<file path="src/b64e_pkg.sv">
// Shared types, constants and the sextet-to-character mapping of the Base64 encoder.
`timescale 1ns / 1ps
package b64e_pkg;

	localparam int unsigned BYTE_W  = 8;
	localparam int unsigned CHAR_W  = 7;
	localparam int unsigned GROUP_W = 24;
	localparam int unsigned CNT_W   = 2;

	localparam logic [CHAR_W-1:0] PAD_CHAR   = 7'd61;   // '='
	localparam logic [CHAR_W-1:0] CHAR_UPPER = 7'd65;   // 'A'
	localparam logic [CHAR_W-1:0] CHAR_LOWER = 7'd97;   // 'a'
	localparam logic [CHAR_W-1:0] CHAR_DIGIT = 7'd48;   // '0'
	localparam logic [CHAR_W-1:0] CHAR_PLUS  = 7'd43;   // '+'
	localparam logic [CHAR_W-1:0] CHAR_SLASH = 7'd47;   // '/'

	// One 24-bit group handed from the front to the back.
	typedef struct packed {
		logic [GROUP_W-1:0] group;   // real bytes from the top, zero tail
		logic [CNT_W-1:0]   n_real;  // real bytes in the group, 1..3
		logic               last;    // group closes a message
	} group_entry_t;

	// Map a six-bit value onto the standard alphabet.
	function automatic logic [CHAR_W-1:0] sextet_char(input logic [5:0] v);
		logic [CHAR_W-1:0] v7;
		v7 = {1'b0, v};
		if (v < 6'd26)
			return CHAR_UPPER + v7;
		else if (v < 6'd52)
			return CHAR_LOWER + v7 - 7'd26;
		else if (v < 6'd62)
			return CHAR_DIGIT + v7 - 7'd52;
		else if (v == 6'd62)
			return CHAR_PLUS;
		else
			return CHAR_SLASH;
	endfunction

endpackage

</file>
<file path="src/base64_stream_encoder_top.sv">
// Top level of the streaming Base64 encoder.
`timescale 1ns / 1ps
// Usage:
//   Input side is a queue write port: present data_byte and final_byte with
//   push high; a transfer happens on a rising edge with push high and full
//   low. Mark the last byte of each message with final_byte.
//   Output side is a queue read port: while empty is low, char_code and
//   final_char hold the oldest character; a transfer happens on a rising
//   edge with pop high and empty low. final_char marks the last character
//   of an encoded message, including its '=' padding.
// Path: a closing byte's group enters the group queue, and the back then loads
//   its first character into the result register, followed by the other three.
// Throughput: the back end emits one character per cycle while pop stays high;
//   every group, full or short, gives four characters, so a short final group
//   costs as much as a full one. The group queue lets the front hold and take
//   bytes while the back drains a group.
// Reset: arst_n clears the held bytes, the queue and the result register's
//   valid flag; the block comes up empty and ready for a new message.
// Stall: when pop stays low the result register holds, the back stops, the
//   group queue fills and full rises; no character is lost or repeated.
module base64_stream_encoder_top #(
	parameter int unsigned GROUP_FIFO_DEPTH = 2
) (
	input  logic                        clk,
	input  logic                        arst_n,
	input  logic                        push,
	output logic                        full,
	input  logic [b64e_pkg::BYTE_W-1:0] data_byte,
	input  logic                        final_byte,
	output logic                        empty,
	input  logic                        pop,
	output logic [b64e_pkg::CHAR_W-1:0] char_code,
	output logic                        final_char
);
	import b64e_pkg::*;

	group_entry_t wr_entry;
	group_entry_t rd_entry;
	logic         grp_wr;
	logic         grp_rd;
	logic         grp_full;
	logic         grp_empty;

	// Hold off the front whenever the queue cannot take another group.
	assign full = grp_full;

	b64e_front u_front (
		.clk        (clk),
		.arst_n     (arst_n),
		.push       (push),
		.full       (grp_full),
		.data_byte  (data_byte),
		.final_byte (final_byte),
		.grp_wr     (grp_wr),
		.grp_entry  (wr_entry)
	);

	b64e_group_fifo #(
		.DEPTH (GROUP_FIFO_DEPTH)
	) u_fifo (
		.clk        (clk),
		.arst_n     (arst_n),
		.wr_en      (grp_wr),
		.wr_entry   (wr_entry),
		.rd_en      (grp_rd),
		.rd_entry   (rd_entry),
		.fifo_full  (grp_full),
		.fifo_empty (grp_empty)
	);

	b64e_back u_back (
		.clk        (clk),
		.arst_n     (arst_n),
		.grp_entry  (rd_entry),
		.grp_empty  (grp_empty),
		.grp_rd     (grp_rd),
		.pop        (pop),
		.empty      (empty),
		.char_code  (char_code),
		.final_char (final_char)
	);

endmodule

</file>
<file path="src/b64e_front.sv">
// Front end: takes bytes, holds a partial group, hands full or closing groups on.
`timescale 1ns / 1ps
module b64e_front (
	input  logic                       clk,
	input  logic                       arst_n,
	input  logic                       push,
	input  logic                       full,
	input  logic [b64e_pkg::BYTE_W-1:0] data_byte,
	input  logic                       final_byte,
	output logic                       grp_wr,
	output b64e_pkg::group_entry_t     grp_entry
);
	import b64e_pkg::*;

	logic [CNT_W-1:0]      cnt_q;
	logic [2*BYTE_W-1:0]   held_q;
	logic [CNT_W-1:0]      cnt_eff;
	logic                  accept;

	// A count of three never occurs; treat it as two.
	assign cnt_eff = (cnt_q == 2'd3) ? 2'd2 : cnt_q;
	assign accept  = push && !full;
	assign grp_wr  = accept && (final_byte || cnt_eff == 2'd2);

	always_comb begin
		case (cnt_eff)
			2'd0:    grp_entry.group = {data_byte, 16'h0000};
			2'd1:    grp_entry.group = {held_q[15:8], data_byte, 8'h00};
			default: grp_entry.group = {held_q, data_byte};
		endcase
		grp_entry.n_real = cnt_eff + 2'd1;
		grp_entry.last   = final_byte;
	end

	always_ff @(posedge clk or negedge arst_n) begin
		if (!arst_n) begin
			cnt_q  <= '0;
			held_q <= '0;
		end else if (accept) begin
			if (grp_wr) begin
				cnt_q  <= '0;
				held_q <= '0;
			end else begin
				cnt_q <= cnt_eff + 2'd1;
				if (cnt_eff == 2'd0)
					held_q <= {data_byte, 8'h00};
				else
					held_q <= {held_q[15:8], data_byte};
			end
		end
	end

endmodule

</file>
<file path="src/b64e_group_fifo.sv">
// Short group queue between the front and the back.
`timescale 1ns / 1ps
module b64e_group_fifo #(
	parameter int unsigned DEPTH = 2
) (
	input  logic                   clk,
	input  logic                   arst_n,
	input  logic                   wr_en,
	input  b64e_pkg::group_entry_t wr_entry,
	input  logic                   rd_en,
	output b64e_pkg::group_entry_t rd_entry,
	output logic                   fifo_full,
	output logic                   fifo_empty
);
	import b64e_pkg::*;

	localparam int unsigned PTR_W = (DEPTH > 1) ? $clog2(DEPTH) : 1;
	localparam int unsigned CNT_W2 = $clog2(DEPTH + 1);

	group_entry_t        mem_q [DEPTH];
	logic [PTR_W-1:0]    wr_ptr_q;
	logic [PTR_W-1:0]    rd_ptr_q;
	logic [CNT_W2-1:0]   count_q;
	logic                do_wr;
	logic                do_rd;

	assign fifo_full  = (count_q == CNT_W2'(DEPTH));
	assign fifo_empty = (count_q == '0);
	assign do_wr      = wr_en && !fifo_full;
	assign do_rd      = rd_en && !fifo_empty;
	assign rd_entry   = mem_q[rd_ptr_q];

	function automatic logic [PTR_W-1:0] next_ptr(input logic [PTR_W-1:0] p);
		return (p == PTR_W'(DEPTH - 1)) ? '0 : p + 1'b1;
	endfunction

	always_ff @(posedge clk or negedge arst_n) begin
		if (!arst_n) begin
			wr_ptr_q <= '0;
			rd_ptr_q <= '0;
			count_q  <= '0;
		end else begin
			if (do_wr)
				wr_ptr_q <= next_ptr(wr_ptr_q);
			if (do_rd)
				rd_ptr_q <= next_ptr(rd_ptr_q);
			if (do_wr && !do_rd)
				count_q <= count_q + 1'b1;
			else if (do_rd && !do_wr)
				count_q <= count_q - 1'b1;
		end
	end

	always_ff @(posedge clk) begin
		if (do_wr)
			mem_q[wr_ptr_q] <= wr_entry;
	end

endmodule

</file>
<file path="src/b64e_back.sv">
// Back end: walks a group's four sextets into the result register.
`timescale 1ns / 1ps
module b64e_back (
	input  logic                        clk,
	input  logic                        arst_n,
	input  b64e_pkg::group_entry_t      grp_entry,
	input  logic                        grp_empty,
	output logic                        grp_rd,
	input  logic                        pop,
	output logic                        empty,
	output logic [b64e_pkg::CHAR_W-1:0] char_code,
	output logic                        final_char
);
	import b64e_pkg::*;

	logic               out_v_q;
	logic [CHAR_W-1:0]  char_q;
	logic               fin_q;
	logic [1:0]         k_q;
	logic               advance;
	logic               take;
	logic [5:0]         sextet;
	logic [CHAR_W-1:0]  next_char;

	assign advance = !out_v_q || pop;
	assign take    = advance && !grp_empty;
	assign grp_rd  = take && (k_q == 2'd3);

	always_comb begin
		case (k_q)
			2'd0:    sextet = grp_entry.group[23:18];
			2'd1:    sextet = grp_entry.group[17:12];
			2'd2:    sextet = grp_entry.group[11:6];
			default: sextet = grp_entry.group[5:0];
		endcase
		next_char = (k_q <= grp_entry.n_real) ? sextet_char(sextet) : PAD_CHAR;
	end

	always_ff @(posedge clk or negedge arst_n) begin
		if (!arst_n) begin
			out_v_q <= 1'b0;
			k_q     <= '0;
		end else begin
			if (advance)
				out_v_q <= !grp_empty;
			if (take)
				k_q <= k_q + 2'd1;
		end
	end

	always_ff @(posedge clk) begin
		if (take) begin
			char_q <= next_char;
			fin_q  <= grp_entry.last && (k_q == 2'd3);
		end
	end

	assign empty      = !out_v_q;
	assign char_code  = char_q;
	assign final_char = fin_q;

endmodule

</file>
<file path="config.mk">
export PLATFORM = sky130hd
export DESIGN_NAME = base64_stream_encoder_top
export DESIGN_NICKNAME = d
export VERILOG_FILES = /design/src/b64e_pkg.sv /design/src/base64_stream_encoder_top.sv /design/src/b64e_front.sv /design/src/b64e_group_fifo.sv /design/src/b64e_back.sv
export SDC_FILE = /design/constraint.sdc
export NUM_CORES = 1
export LEC_CHECK = 0
export BUFFER_PORTS_ARGS = -buffer_cell sky130_fd_sc_hd__buf_2
export CELL_PAD_IN_SITES_DETAIL_PLACEMENT = 0
export CELL_PAD_IN_SITES_GLOBAL_PLACEMENT = 1
export CORE_MARGIN = 5
export CORE_UTILIZATION = 54
export DETAILED_ROUTE_END_ITERATION = 10
export PLACE_DENSITY_LB_ADDON = 0.1
export SLEW_MARGIN = 15
export SYNTH_ARGS = -nofsm -noshare
export SYNTH_HDL_FRONTEND = slang
export SYNTH_SLANG_ARGS = --single-unit
</file>
<file path="constraint.sdc">
create_clock -name clk -period 6.7 [get_ports clk]
set_input_delay 0.335 -clock clk [delete_from_list [all_inputs] [get_ports clk]]
set_output_delay 0.335 -clock clk [all_outputs]
set_load 0.02 [all_outputs]
</file>
==> results.toml, run 1 <==
[setup_path]
worstReg2RegStart = "u_back.k_q[0]"
critical_path.startpoint_type = "flip-flop"
timing.critical_path.to_type = "flip-flop"
worstPathArrival_ns = 2.89
critPathMaxFanout = 12
timing.critical_path.from = "u_back.k_q[0]"
timing.critical_path.required_ns = 6.79
path_class = "reg2reg"

[synth]
ys_seq_elements = 87
netlist_instances = 298
synth.avg_cell_area_um2 = 13.3
synth_xor_xnor_area_share_pct = 1.33
synth-simple-area-share_pct = 11.0
ys.flop_type = "sky130_fd_sc_hd__edfxtp_1"
synth_compound_gate_area_share_pct = 13.4
synth_fa_ha_area_share_pct = 3.79
async_reset_ff_share_pct = 28.7
yosysWarnings = 0
combinational_family_with_the_most_area_after_synthesis = "compound AO/OA/AOI/OAI gates"
synth.cell_area_mm2 = 0.00397
post_synth_num_cell_types = 48
synth_top_area_share_pct = 47.0
cells_taking_the_most_area_after_synthesis = "sky130_fd_sc_hd__edfxtp_1 (47%), sky130_fd_sc_hd__dfrtp_1 (16%), sky130_fd_sc_hd__a22o_1 (5.3%)"
synth_commonest_cells = "sky130_fd_sc_hd__edfxtp_1 (62), sky130_fd_sc_hd__dfrtp_1 (25), sky130_fd_sc_hd__a22o_1 (24), sky130_fd_sc_hd__nand2_1 (24), sky130_fd_sc_hd__nand3_1 (19)"
synth_sequential_area_ratio_pct = 62.7
synth_fp_nets = 323
yosysTopAreaCell = "sky130_fd_sc_hd__edfxtp_1"
muxShareOfSynthArea_pct = 4.58
synthMostInstantiatedCell = "sky130_fd_sc_hd__edfxtp_1"
number_of_flops_mapped_to_enable_cells_by_yosys = 62

[floorplan]
dieArea_mm2 = 0.00916
fp.dieW_um = 95.7
height_of_the_chip_um = 95.7
top_level_ports = 23
core-area_mm2 = 0.00721
start_util_pct = 55.0
rows = 31

[clock_tree]
clkSinkCount = 87
post-cts-setup-buffer-count = 0
clock_tree.root_cell = "sky130_fd_sc_hd__clkbuf_8"
number_of_buffers_added_by_the_clock_tree_synthesis_step = 9
cts_tree = "yes"
clk_transition_reported_paths_ns = 0.08
cts.repair.resized = 0
cts_htree_levels = 3
cts_buffer_depth = 2
clk-insertion-delay-late_ns = 0.35

[sta]
setup-violations-final = 0
fin_hold_ws_ns = 0.184
timing_max_transition_violations_final = 0
rsz0062_at_grt = "false"
finalClockSkew_ns = 0.0111
max_slew_margin_pct = 25.2
min_period_over_period_pct = 41.8
timing_worst_slew_pin_value_ns = 1.12
fin_setup_tns_ns = 0
postLayoutSetupSlackWorst_ns = 3.90
timing_hold_violations_final = 0
timing.final.crit_period_ns = 2.80
max_freq_mhz = 357

[grt]
grtUsageTotal_pct = 18.3
grt_pass1_vias = 2394
grt_pass1_wl_mm = 12.3
largest_net_degree_at_the_start_of_global_routing = 28
number_of_antenna_violations_at_the_first_check_in_global_routing = 0
grt_ovf = 0

[finish]
syn_to_final_growth_pct = 9.28
drive_gt1_share_pct = 17.8
num-nets-final = 346
antenna_cells = 0
layout.filler_cells = 595

[worst_hold_path]
min_path_type = "in2reg"
worstHoldStart = "pop"

[power_and_ir_drop]
cellPowerDensity_mw_per_mm2 = 523
static-leakage-power_nw = 1.73
cell_internal_pwr_mw = 1.36
sequentialPowerShare_pct = 38.8
power_switching_share_pct = 39.9
p_comb_share_pct = 46.4
part_of_the_total_power_dissipated_in_the_clock_network_pct = 14.8
switching_power_uw = 905
worst_ir_drop_vdd_mv = 0.280

[route]
drc = 0
avgViaCountPerCell = 5.58
detail_route.first_pass.iterations = 4
drt-wirelength-per-cell_um = 17.5
detailroute.via_count = 2372
finalWirelength_mm = 7.42
antenna_left = 0
detailedRoute.firstIterationViolations = 143

[place]
placement.io_buffers = 22
post-place-ws_ns = 3.91
place_congestion = 0.804
dp.final_hpwl_mm = 5.30

[status]
status = "complete, no violations"

[job]
drv_cap = 0
## state kept, by name (all words and copies together) (netlist names)
signal             flops
u_back.out_v_q         1
u_fifo.count_q         2
u_back.char_code       7
u_fifo.wr_ptr_q        1
u_front.cnt_q          2
u_back.k_q             2
u_front.held_q        16
u_fifo.rd_ptr_q        1
u_back.final_char      1
u_fifo.mem_q          54
## layout make-up
type | count | area (um^2) | area share (%)
inverters | 11 | 41.3 | 0.953
clock buffers | 11 | 131 | 3.03
repair buffers | 26 | 143 | 3.29
multi-input cells | 186 | 1360 | 31.3
clock inverters | 5 | 48.8 | 1.13
well taps | 99 | 124 | 2.86
flip-flops and latches | 87 | 2490 | 57.4
## cells in the final DEF (no fill, tap or decap), drive strengths merged, types with 5 or more instances in the layout
master and count:
a21oi 5, a22o 24, a22oi 12, and2 9, buf 25, clkbuf 11
dfrtp 25, edfxtp 62, ha 12, inv 11, mux2 9, mux2i 8
nand2 25, nand3 21, nor2 12, o21ai 8
## metal layers
metal	GRT usage, %	wire, um
met5	0	0
met4	6.04	91
met3	4.22	249
met2	29.0	3510
met1	25.1	3560
## critical path: stages, from the launching register on
cell	delay (ns)
sky130_fd_sc_hd__dfrtp_1	0.41
sky130_fd_sc_hd__inv_1	0.18
sky130_fd_sc_hd__ha_1	0.45
sky130_fd_sc_hd__a22oi_1	0.13
sky130_fd_sc_hd__nand3_1	0.10
sky130_fd_sc_hd__nand3_1	0.27
sky130_fd_sc_hd__ha_1	0.35
sky130_fd_sc_hd__inv_1	0.08
sky130_fd_sc_hd__o31a_2	0.12
sky130_fd_sc_hd__o21ai_0	0.07
sky130_fd_sc_hd__a311o_1	0.39
## timing repair
| action | in CTS | in global routing |
|---|---|---|
| endpoints found under the setup margin | 0 | 0 |
| hold endpoints to repair | 9 | 0 |
| hold buffers | 1 | 0 |
## final timing paths
check,slack (ns),cells past startpoint,end
min in group asynchronous,0.52,2,u_fifo.wr_ptr_q
worst min register to register,0.50,1,u_front.held_q[12]
worst max register to register,3.90,10,u_back.char_code[2]
worst max-delay path,3.90,10,u_back.char_code[2]
max in group asynchronous,5.79,2,u_front.held_q[1]
worst min-delay path,0.18,2,u_back.out_v_q
## per-stage QoR
step                      total power, mW  utilization, %  std cells  instance area, um^2
final                                2.27            60.1        425                 4330
after global routing                 2.44            60.1        425                 4330
after CTS                            2.28            60.1        425                 4330
after detailed placement             1.94            57.4        408                 4140
after global placement               1.93            57.4        408                 4140
after floorplan                      1.71               -        298                 3970
## kinds of logic after synthesis
kind of cell / Yosys count
AND/OR/NAND/NOR: 84
multiplexers: 17
buffers and inverters: 25
flip-flops: 87
AO/OA/AOI/OAI: 67
adder cells (fa/ha/maj): 12
XOR/XNOR: 6
## power by group through the flow
stage                     Sequential (mW)  Combinational, mW  Clock (mW)
after floorplan                     0.892              0.823           0
after global placement              0.889               1.04           0
after detailed placement            0.892               1.05           0
after CTS                           0.880               1.05       0.344
after global routing                0.894               1.18       0.374
final                               0.879               1.05       0.336
Note: power is estimated with default switching activity, not from simulation.
==> run 2: changes to the inputs <==
CORE_UTILIZATION = 50   (was 54)
clock period = 2.89 ns   (was 6.7 ns; I/O delays follow)
==> results.toml, run 2 (synthesized netlist as in run 1, its figures left out) <==
[status]
status = "complete, no violations"

[grt]
grtUsageTotal_pct = 17.2
grt_pass1_wl_mm = 13.0
grt_pass1_vias = 2491
grt_ovf = 0
largest_net_degree_at_the_start_of_global_routing = 28
number_of_antenna_violations_at_the_first_check_in_global_routing = 0

[route]
detailroute.via_count = 2472
antenna_left = 0
detailedRoute.firstIterationViolations = 169
detail_route.first_pass.iterations = 5
drt-wirelength-per-cell_um = 18.0
finalWirelength_mm = 7.87
drc = 0
avgViaCountPerCell = 5.66

[setup_path]
timing.critical_path.from = "u_back.k_q[0]"
crit-reg2reg-capture = "u_back.char_code[4]"
worstReg2RegStart = "u_back.k_q[0]"
critPathMaxFanout = 11
timing.critical_path.cells = "inv_1 -> ha_2 -> a22oi_1 -> nand3_1 -> nand3_1 -> or3_1 -> a221oi_1 -> o211ai_1"
timing.critical_path.max_delay_family = "simple AND/OR/NAND/NOR gates"
crit_path_frequent_cell = "sky130_fd_sc_hd__nand3_1"
critical-path-slowest-cell = "sky130_fd_sc_hd__or3_1"
r2r.worst_path.cells = 8
worstPathArrival_ns = 2.76
slowest_delay_ns = 0.44
critical_path.startpoint_type = "flip-flop"
timing.critical_path.to_type = "flip-flop"
timing.critical_path.required_ns = 2.98
cp.buffers_inverters = 1
timing.reg2reg.setup_slack_ns = 0.22
path_class = "reg2reg"

[worst_hold_path]
min_to = "u_fifo.mem_q[0][0]"
worstHoldStart = "final_byte"
worstHoldPathCells = 1
min_path_type = "in2reg"

[place]
dp.final_hpwl_mm = 5.52
place_congestion = 0.826
placement.io_buffers = 22

[floorplan]
start_util_pct = 51.3
dieArea_mm2 = 0.00981
height_of_the_chip_um = 99.1
core-area_mm2 = 0.00773
rows = 32
fp.dieW_um = 99.1
top_level_ports = 23

[sta]
rsz0062_at_grt = "false"
min_period_over_period_pct = 92.3
timing_worst_slew_pin_value_ns = 0.835
timing_hold_violations_final = 0
setup-violations-final = 0
fin_setup_tns_ns = 0
fin_hold_ws_ns = 0.0456
timing_max_transition_violations_final = 0
finalClockSkew_ns = 0.0157
max_freq_mhz = 375
max_slew_margin_pct = 44.2
timing.final.crit_period_ns = 2.67

[clock_tree]
cts_htree_levels = 3
clkSinkCount = 87
cts_tree = "yes"
post-cts-setup-buffer-count = 0
clock_tree.root_cell = "sky130_fd_sc_hd__clkbuf_8"
clk_transition_reported_paths_ns = 0.09
clk-insertion-delay-late_ns = 0.35
cts_buffer_depth = 2
number_of_buffers_added_by_the_clock_tree_synthesis_step = 9

[finish]
syn_to_final_growth_pct = 12.3
multi_input_area_mm2 = 0.00137
seqCellArea_mm2 = 0.00249
drive_gt1_share_pct = 21.5
antenna_cells = 0
number_of_flip_flops_under_the_largest_register_name = 54
num-nets-final = 355
highest_count_cells_in_the_layout_ignoring_fill_and_taps = "sky130_fd_sc_hd__edfxtp_1 (62), sky130_fd_sc_hd__dfrtp_1 (25), sky130_fd_sc_hd__nand2_1 (24), sky130_fd_sc_hd__a22o_1 (24), sky130_fd_sc_hd__buf_2 (22)"
layout.cells.most_common = "sky130_fd_sc_hd__edfxtp_1"
registers.top_by_ff_count = "u_fifo.mem_q"
layout.filler_cells = 630

[power_and_ir_drop]
worst_ir_drop_vdd_mv = 0.647
static-leakage-power_nw = 1.78
cellPowerDensity_mw_per_mm2 = 1240

[job]
drv_cap = 0
## run 2: cell types whose count changed in the layout (fill, tap and decap cells not counted), sizes merged
cell         delta
buf             +8
clkinv          -4
clkinvlp        +1
dlygate4sd3     +1
inv             +3
## run 2: repair_timing
item / in CTS / in global routing
endpoints found under the setup margin: 0 / 3
hold buffers: 2 / 0
hold endpoints to repair: 26 / 0
resized for setup: 0 / 3
## run 2: routing by layer
metal	up-vias	wire length, um	share of wire [%]	global-route usage [%]
met3	17	296	3.8	4.03
met5	-	0	0	0
met4	0	141	1.8	6.62
met1	1205	3770	48	23.6
li1	1193	-	-	-
met2	57	3660	47	26.5
## run 2: metrics by stage
step                      power (mW)  setup slack [ns]  instance area (um^2)  cells  util [%]
after floorplan                 3.98             0.488                  3970    298         -
after global placement          4.61             0.219                  4210    419      54.5
after detailed placement        4.63             0.188                  4210    419      54.5
after CTS                       5.52             0.151                  4450    437      57.5
after global routing            5.90            0.0675                  4450    437      57.6
final                           5.51             0.223                  4450    437      57.6
## run 2: worst register-to-register path, cell delays in order, from the launching register on
cell,delay [ns]
sky130_fd_sc_hd__dfrtp_1,0.43
sky130_fd_sc_hd__inv_1,0.19
sky130_fd_sc_hd__ha_2,0.33
sky130_fd_sc_hd__a22oi_1,0.12
sky130_fd_sc_hd__nand3_1,0.14
sky130_fd_sc_hd__nand3_1,0.33
sky130_fd_sc_hd__or3_1,0.44
sky130_fd_sc_hd__a221oi_1,0.29
sky130_fd_sc_hd__o211ai_1,0.12
## run 2: worst max-delay path by stage
| stage | endpoint | slack (ns) | cells after the start |
|---|---|---|---|
| finish | u_back.char_code[4] | 0.22 | 8 |
| global route | u_back.char_code[4] | 0.07 | 7 |
| CTS | u_back.char_code[4] | 0.15 | 8 |
| detailed placement | u_back.char_code[4] | 0.19 | 8 |
| global placement | u_back.char_code[4] | 0.22 | 8 |
| floorplan | u_fifo.mem_q[0][0] | 0.49 | 4 |
## run 2: layout make-up
class                   instances  area share (%)
well taps                     102            2.87
inverters                      11           0.927
flip-flops and latches         87            55.9
multi-input cells             186            30.8
clock buffers                  11            3.40
clock inverters                 5            1.38
repair buffers                 35            4.78
## run 2: report_power, final
part | leakage [nW] | internal, mW | switching, mW
combinational | 0.773 | 1.02 | 1.59
clock | 0.107 | 0.453 | 0.420
sequential | 0.902 | 1.84 | 0.184
total | 1.78 | 3.32 | 2.20
==> run 3: changes to the inputs <==
GPL_TIMING_DRIVEN = 0   (was default)
==> results.toml, run 3 (synthesized netlist as in run 1, its figures left out) <==
[clock_tree]
clk-insertion-delay-late_ns = 0.35
clock_tree.root_cell = "sky130_fd_sc_hd__clkbuf_8"
cts_htree_levels = 3
cts_buffer_depth = 2
clk_transition_reported_paths_ns = 0.09
cts_tree = "yes"
post-cts-setup-buffer-count = 0
clkSinkCount = 87
number_of_buffers_added_by_the_clock_tree_synthesis_step = 9

[floorplan]
fp.dieW_um = 99.1
core-area_mm2 = 0.00773
rows = 32
top_level_ports = 23
dieArea_mm2 = 0.00981
height_of_the_chip_um = 99.1
start_util_pct = 51.3

[finish]
highest_count_cells_in_the_layout_ignoring_fill_and_taps = "sky130_fd_sc_hd__edfxtp_1 (62), sky130_fd_sc_hd__buf_2 (26), sky130_fd_sc_hd__dfrtp_1 (25)"
antenna_cells = 0
finalNonFillerCells = 442
layout.cells.most_common = "sky130_fd_sc_hd__edfxtp_1"
utilization_pct = 58.5
number_of_flip_flops_under_the_largest_register_name = 54
layout.filler_cells = 644
registers.top_by_ff_count = "u_fifo.mem_q"
num-nets-final = 360
drive_gt1_share_pct = 21.5
syn_to_final_growth_pct = 14.1

[worst_hold_path]
worstHoldPathCells = 1
min_path_type = "in2reg"

[route]
detailedRoute.firstIterationViolations = 138
dr_wl_met3_um = 297
wirelength_met1_mm = 3.67
antenna_left = 0
detail_route.first_pass.iterations = 5
drc = 0
finalWirelength_mm = 7.67
drt-wirelength-per-cell_um = 17.4
route.met2.wl_mm = 3.63
avgViaCountPerCell = 5.60
detailroute.via_count = 2477
top_layer = "met4"

[power_and_ir_drop]
static-leakage-power_nw = 1.82
finalPower_mw = 5.69
worst_ir_drop_vdd_mv = 0.551
cellPowerDensity_mw_per_mm2 = 1260

[grt]
largest_net_degree_at_the_start_of_global_routing = 28
number_of_antenna_violations_at_the_first_check_in_global_routing = 0
grt_pass1_vias = 2558
grtUsageTotal_pct = 17.1
grt_pass1_wl_mm = 13.2
grt_ovf = 0

[setup_path]
timing.critical_path.to_type = "flip-flop"
timing.critical_path.required_ns = 2.98
critical_path.startpoint_type = "flip-flop"
slowest_delay_ns = 0.44
worst-path-stages = 10
worstPathArrival_ns = 2.76
timing.critical_path.max_delay_family = "buffers and inverters"
critical-path-slowest-cell = "sky130_fd_sc_hd__dfrtp_1"
timing.reg2reg.setup_slack_ns = 0.22
r2r.worst_path.cells = 10
critPathMaxFanout = 10
timing.critical_path.cells = "inv_1 -> ha_1 -> buf_2 -> a22oi_1 -> nand3_1 -> nand3_1 -> buf_2 -> or3_1 -> a221oi_1 -> o211ai_1"
path_class = "reg2reg"
cp.buffers_inverters = 3

[place]
dp.final_hpwl_mm = 5.54
place_congestion = 0.815
post-place-cells = 424
placement.io_buffers = 22

[job]
drv_cap = 0

[sta]
timing.final.crit_period_ns = 2.67
max_freq_mhz = 374
timing_max_transition_violations_final = 0
timing_hold_violations_final = 0
max_slew_margin_pct = 40.4
finalClockSkew_ns = 0.0130
timing_worst_slew_pin_value_ns = 0.887
rsz0062_at_grt = "false"
min_period_over_period_pct = 92.6
setup-violations-final = 0

[status]
status = "complete, no violations"
==> run 3: cell count changes in the layout (fill, tap and decap cells not counted), sizes merged <==
| cell | before | now |
|---|---|---|
| clkinvlp | 1 | 0 |
| clkinv | 0 | 1 |
| clkbuf | 11 | 14 |
| bufinv | 1 | 3 |
==> run 3: worst reg2reg max path, cell delays in order, from the launching register on <==
cell and delay (ns):
sky130_fd_sc_hd__dfrtp_1 0.44, sky130_fd_sc_hd__inv_1 0.20, sky130_fd_sc_hd__ha_1 0.18, sky130_fd_sc_hd__buf_2 0.23, sky130_fd_sc_hd__a22oi_1 0.14, sky130_fd_sc_hd__nand3_1 0.13
sky130_fd_sc_hd__nand3_1 0.10, sky130_fd_sc_hd__buf_2 0.19, sky130_fd_sc_hd__or3_1 0.35, sky130_fd_sc_hd__a221oi_1 0.31, sky130_fd_sc_hd__o211ai_1 0.14
==> run 3: area by class of cell <==
cell class	instances	area [um^2]	area share (%)
Sequential cell	87	2490	55.0
Multi-Input combinational cell	186	1380	30.4
Timing Repair Buffer	26	156	3.46
Clock inverter	7	128	2.82
Tap cell	102	128	2.82
Clock buffer	9	124	2.74
Buffer	14	83.8	1.85
Inverter	11	41.3	0.913
==> run 3: what timing repair did <==
item / in CTS / in global routing
gates resized for setup: 0 / 2
endpoints found under the hold margin: 26 / 0
setup endpoints to repair: 0 / 1
hold buffers: 2 / 0
==> run 3: metal layers <==
layer	GRT usage (%)	up-vias
met5	0	-
met4	5.04	0
met3	4.18	8
met2	26.7	60
met1	23.8	1206
li1	-	1203
==> run 3: path summary, 6_finish.rpt <==
check | start | to
max | u_back.k_q[0] | u_back.char_code[4]
min | final_byte | u_fifo.mem_q[1][0]
max reg2reg | u_back.k_q[0] | u_back.char_code[4]
min reg2reg | u_fifo.count_q[1] | u_fifo.count_q[1]
max in group asynchronous | arst_n | u_back.out_v_q
min in group asynchronous | arst_n | u_back.k_q[0]
==> run 3: where the power goes <==
part           switching [mW]  internal (mW)  total [mW]
logic                    1.63           1.03        2.66
registers               0.154           1.84        2.00
clock network           0.445          0.588        1.03
==> run 3: metrics by stage <==
stage / hold slack [ns] / area (um^2) / TNS, ns / setup WS, ns
finish: 0.0482 / 4520 / 0 / 0.215
global route: 0.0251 / 4520 / 0 / 0.0325
CTS: 0.0278 / 4510 / 0 / 0.0628
detailed placement: 0.177 / 4240 / 0 / 0.0925
global placement: 0.172 / 4210 / -8.97 / -0.334
floorplan: -0.151 / 3970 / 0 / 0.488
